$ cat src/design/lesc_pkg.sv
package lesc_pkg;

   localparam int unsigned LANE_BITS = 3;
   localparam int unsigned SLOT_BITS = 6;

   typedef enum logic [1:0] {
      KIND_EVENT      = 2'd0,
      KIND_MISS       = 2'd1,
      KIND_TRANSITION = 2'd2
   } kind_type;

   typedef enum logic [0:0] {
      CSR_LANE_ENABLE   = 1'b0,
      CSR_EXPECT_HEADER = 1'b1
   } csr_index_type;

   // classified item handed from the front to the back
   typedef struct packed {
      kind_type               kind;
      logic                   lane_off;
      logic                   hdr;
      logic [LANE_BITS-1:0]   lane;
      logic [21:0]            size;
      logic [SLOT_BITS-1:0]   slot;
      logic [63:0]            pid;
      logic [63:0]            ts;
      logic [23:0]            ecount;
      logic [31:0]            pkt;
   } item_type;

   typedef struct packed {
      kind_type     kind;
      logic [7:0]   flags;
      logic [63:0]  pstep;
      logic [31:0]  cstep;
      logic [31:0]  events;
      logic [63:0]  bytes;
      logic [31:0]  misses;
      logic [31:0]  drops;
      logic [31:0]  exceptions;
      logic [31:0]  slot_count;
   } result_type;

endpackage

$ cat src/design/lesc_front.sv
module lesc_front (
   input  logic                clock,
   input  logic                reset,
   input  logic                in_valid,
   input  logic [21:0]         buffer_size,
   input  logic [7:0]          destination,
   input  logic [5:0]          buffer_slot,
   input  logic [63:0]         pulse_id,
   input  logic [63:0]         time_stamp,
   input  logic [31:0]         event_word,
   input  logic [31:0]         packet_counter,
   input  logic                csr_valid,
   input  logic [0:0]          csr_index,
   input  logic [31:0]         csr_data,
   output lesc_pkg::item_type  item
);

   logic [7:0] lane_enable_ff;
   logic       expect_header_ff;
   logic [2:0] lane;

   always_ff @(posedge clock) begin
      if (reset) begin
         lane_enable_ff   <= 8'd1;
         expect_header_ff <= 1'b0;
      end else if (csr_valid) begin
         case (lesc_pkg::csr_index_type'(csr_index))
            lesc_pkg::CSR_LANE_ENABLE:   lane_enable_ff   <= csr_data[7:0];
            lesc_pkg::CSR_EXPECT_HEADER: expect_header_ff <= csr_data[0];
            default: ;
         endcase
      end
   end

   assign lane = destination[7:5];

   always_comb begin
      item.size     = buffer_size;
      item.lane     = lane;
      item.slot     = buffer_slot;
      item.pid      = pulse_id;
      item.ts       = time_stamp;
      item.ecount   = event_word[23:0];
      item.pkt      = packet_counter;
      item.hdr      = expect_header_ff;
      item.lane_off = ~lane_enable_ff[lane];
      if (buffer_size == 22'd0) begin
         item.kind = lesc_pkg::KIND_MISS;
      end else if (expect_header_ff && (pulse_id[63:56] != 8'd0)) begin
         item.kind = lesc_pkg::KIND_TRANSITION;
      end else begin
         item.kind = lesc_pkg::KIND_EVENT;
      end
      if (!in_valid) item.kind = lesc_pkg::KIND_EVENT;
   end

endmodule

$ cat config.mk
export PLATFORM = sky130hd
export DESIGN_NAME = lesc_front
export DESIGN_NICKNAME = d
export VERILOG_FILES = /design/src/design/lesc_pkg.sv /design/src/design/lesc_front.sv
export SDC_FILE = /design/constraint.sdc
export NUM_CORES = 1
export LEC_CHECK = 0
export BUFFER_PORTS_ARGS = -buffer_cell sky130_fd_sc_hd__buf_4
export CORE_AREA = 2 2 189 191
export DETAILED_ROUTE_END_ITERATION = 10
export DIE_AREA = 0 0 191 193
export GPL_TIMING_DRIVEN = 0
export PLACE_DENSITY_LB_ADDON = 0.05
export SYNTH_ARGS = -nofsm -noshare
export SYNTH_HDL_FRONTEND = slang
export SYNTH_SLANG_ARGS = --single-unit
$ cat constraint.sdc
create_clock -name clock -period 0.9 [get_ports clock]
set_input_delay 0.09 -clock clock [delete_from_list [all_inputs] [get_ports clock]]
set_output_delay 0.09 -clock clock [all_outputs]
set_load 0.05 [all_outputs]
* Word level (Yosys, flattened, before mapping) *
Index checks and enable logic that the tools add are counted.

storage, ports and cells
  output and inout bits = 219
  input port bits = 265
  register bits after elaboration = 9
  logic and storage cells = 15

cells by class
  reduce and logical (&&, ||, !) cells = 5
  $lt $le $gt $ge = 1
  muxes and demuxes = 5
  bitwise operators = 2

operators with widths
  operator              count
  $logic_not A22 Y1     1
  $reduce_bool A8 Y1    1
  $mux W2               3
  $lt A3 B4 Y1 const B  1
  $reduce_and A2 Y1     2
  $bmux W1 S3           1
  $not A1 Y1            2
  $logic_and A1 B1 Y1   1
  $mux W1               1

* Logic depth before layout (Yosys ltp) *
  depth in word-level cells = 5
  depth in mapped cells = 4
  mapped depth without buffers = 3

* Worst setup path after synthesis *
OpenSTA, ideal clock, no wires.

  path kind = register -> output
  start point = register lane_enable_ff[5]
  end point = output item[216] in the netlist's numbering
  slack = -786 ps
  arrival time = 1596 ps
  buffers on the path = 0
  cell stages (with the launch flop) = 3
  data required time = 810 ps
  cell sequence = dfxtp_1 mux4_1 mux2i_1

RTL lines
  item                      line              text
  start: declaration        lesc_front.sv:18  logic [7:0] lane_enable_ff;
  start signal: assignment  lesc_front.sv:28  lesc_pkg::CSR_LANE_ENABLE: lane_enable_ff <= csr_data[7:0];
  end: declaration          lesc_front.sv:15  output lesc_pkg::item_type item

==> metrics.csv <==
stage,metric,value,unit
floorplanning,die_x,191,microns
synth,yosysSeqAreaShare,8.61,%
placed_design,dp_cells,1000,
placed_design,gp_congestion,0.655,
timing,clock.fmax,0.682,GHz
global_routing,grt_pass1_wl,12700,microns
clocking,clock-sinks,9,
pwr,swShare,50.8,%
synth,syn-cell-area,2090,sq um
route,dr_total_vias,2479,
clocking,insertion_delay,0.23,ns
clocking,cts.hold.buffers_added,0,
synth,synth_top_area_share,77.5,%
clocking,cts_tree,built,
timing,fin_ws,-0.566,ns
pwr,p_leak,2.55,nW
route,drt_iter0_drc,32,
cells_and_area,layout-drive-gt1-share,92.1,%
route,drc,0,
placed_design,detailed_place.area,4670,sq um
cells_and_area,syn2layout_area_growth,135,%
cells_and_area,fin_nets,810,
placed_design,dp_slack,-0.433,ns
critical_path,r2r_setup_slack,0.23,ns
critical_path,worstSetupStartpoint,lane_enable_ff[3],
floorplanning,core,35000,sq um
floorplanning,dieArea,36900,sq um
cells_and_area,final_area,4910,sq um
clocking,cts_buffer_depth,2,
critical_path,worst_setup_path_end_kind,output pin,
timing,setup_viol,4,
timing,hold_viol,0,
critical_path,critPathRequiredTime,0.81,ns
global_routing,grt.overflow.total,0,
critical_path,r2r-start,lane_enable_ff[7],
critical_path,max_stage_delay,0.50,ns
synth,syn_avg_cell_area,7.58,sq um
global_routing,track_usage,4.50,%
floorplanning,core.rowCount,69,
critical_path,cp_num_buf_inv,1,
clocking,cts_root_buf,clkbuf_16,
clocking,htreeDepth,1,
placed_design,dp_hpwl,9890,microns
synth,syn_nets,541,
timing,setup_tns,-1.19,ns
critical_path,cp-endpoint,item[216],
run,max-cap-violations,0,
route,ant_nets,0,
status,violations,negative setup slack,
cells_and_area,stdcell_count,1005,
synth,synth_warnings,0,
critical_path,crit_arrival,1.38,ns
critical_path,setup.worst_path.class,flop to output pin,
pwr,power_frac_clock,16.0,%
critical_path,regToRegEndpoint,lane_enable_ff[7],
synth,ys_seq_elements,9,
pwr,power.density,1010,nW/um^2
pwr,p_switching,2.51,mW
cells_and_area,final_util,14.0,%
route,wirelength,10400,microns
timing,fin_crit,1.47,ns
pwr,seqPwrFrac,8.7,%
route,wire_per_inst,10.3,microns
route,dr.pass1.iters,4,
critical_path,path_max_fanout,2,
timing,relSlewSlack,66.2,%
global_routing,grt_max_degree,10,
floorplanning,io-pin-count,484,
synth,yosysTopAreaCell,buf_4,
critical_path,path_cells,"mux4_2, mux2i_4, buf_6",
status,status,finished with violations,
pwr,vdd_ir_drop_max,0.501,mV
critical_path,cp_top_family,multiplexers,
critical_path,start_kind,flop,
timing,fin_skew,0,ns
timing,maxSlewViolCount,0,
placed_design,portBuffers,263,
timing,rsz0062_at_grt,yes,
critical_path,cp.depth,3,
critical_path,cp_slowest_cell,mux4_2,
floorplanning,start_util,5.99,%
global_routing,antenna_found_initial,0,
timing,fin_crit_sh,163,%
pwr,pwr-share-comb,75.3,%
timing,worst_slew_pin_slew,0.503,ns
pwr,internal_power,2.44,mW
clocking,cts-buffers-inserted,3,
critical_path,r2r_cells,3,
synth,synthTopCellsByArea,"buf_4 (77%), dfxtp_1 (8.6%), nand2_1 (3.6%)",
synth,synthDistinctLibCells,18,
synth,syn_inst,276,
clocking,clkTransAtPathRegs,0.04,ns
hold_path,hp-class,input port to flop,
route,viasPerCell,2.47,
cells_and_area,antennaDiodeCount,0,
global_routing,first_global_vias,2237,
floorplanning,die_y,193,microns
-- logic make-up after synthesis --
logic type	after synthesis	share of synthesized area [%]
compound gates	10	2.51
buf+inv	220	78.3
flops	9	8.61
mux	3	2.99
simple gates	34	7.59
-- registers in the layout, summed over array words and instances, names as in the netlist --
signal / flops
expect_header_ff: 1
lane_enable_ff: 8
-- cells in the mapped netlist (all sizes together) --
master	count
buf	218
clkbuf	1
mux2i	1
nand4	1
nor4	7
nor2b	1
nand3b	1
dfxtp	9
nor2	1
inv	1
nand2b	1
a21oi	9
nor3	1
o21a	1
mux4	2
nand2	20
nand3	1
-- worst min-delay path, cell delays in order --
cell,delay (ns)
buf_4,0.09
nand2_1,0.06
nand3b_1,0.08
-- how the worst min path moves through the flow --
| stage | from | to | slack (ns) | cells after the start |
|---|---|---|---|---|
| after global placement | csr_data[0] | lane_enable_ff[0] | 0.37 | 3 |
| after CTS | csr_data[0] | lane_enable_ff[0] | 0.12 | 3 |
| after detailed placement | csr_data[0] | lane_enable_ff[0] | 0.36 | 3 |
| after global routing | csr_data[0] | lane_enable_ff[0] | 0.14 | 3 |
| final | csr_data[0] | lane_enable_ff[0] | 0.11 | 3 |
| after floorplan | csr_data[0] | lane_enable_ff[0] | 0.21 | 2 |
-- final cells by class --
class	count	area, sq um
clock buffer	4	78.8
timing repair buffer	264	2040
sequential	9	186
multi-input combinational	47	384
tap	461	577
fill	4053	30100
buffer	219	1640
inverter	1	3.75
-- cell usage in the layout (no fill, tap or decap), drive strengths merged --
cell and n:
nor2 1, inv 1, dfxtp 9, nor4 7
mux4 2, nor3 1, clkbuf 5, o21a 1
nand3 1, nor2b 1, nand4 1, buf 482
nand2b 1, nand2 20, a21oi 9, nand3b 1
mux2i 1
-- metal layers --
| layer | share of wire (%) | track usage, % | vias to the layer above |
|---|---|---|---|
| li1 | - | - | 1179 |
| met1 | 22 | 3.26 | 1087 |
| met2 | 61 | 9.81 | 213 |
| met3 | 17 | 2.79 | 0 |
| met4 | 0 | 0.328 | 0 |
| met5 | 0 | 0 | - |
-- power groups by stage --
stage | clock network (mW) | registers, mW | logic (mW)
floorplan | 0 | 0.433 | 2.69
global placement | 0 | 0.441 | 3.72
detailed placement | 0 | 0.442 | 3.70
CTS | 0.810 | 0.435 | 3.76
global route | 0.828 | 0.436 | 3.88
finish | 0.792 | 0.433 | 3.73
-- through the flow --
step	hold slack, ns	power [mW]
2_1_floorplan	0.214	3.12
3_3_place_gp	0.366	4.16
3_5_place_dp	0.359	4.15
4_1_cts	0.119	5.01
5_1_grt	0.136	5.14
6_report	0.113	4.95
-- timing repair --
| action | 4_1_cts | 5_1_grt |
|---|---|---|
| pin swaps | 2 | 3 |
| endpoints found under the hold margin | 0 | 0 |
| setup buffers | 0 | 1 |
| endpoints found under the setup margin | 4 | 4 |
| resized for setup | 28 | 5 |
(Power assumes the default switching activity.)
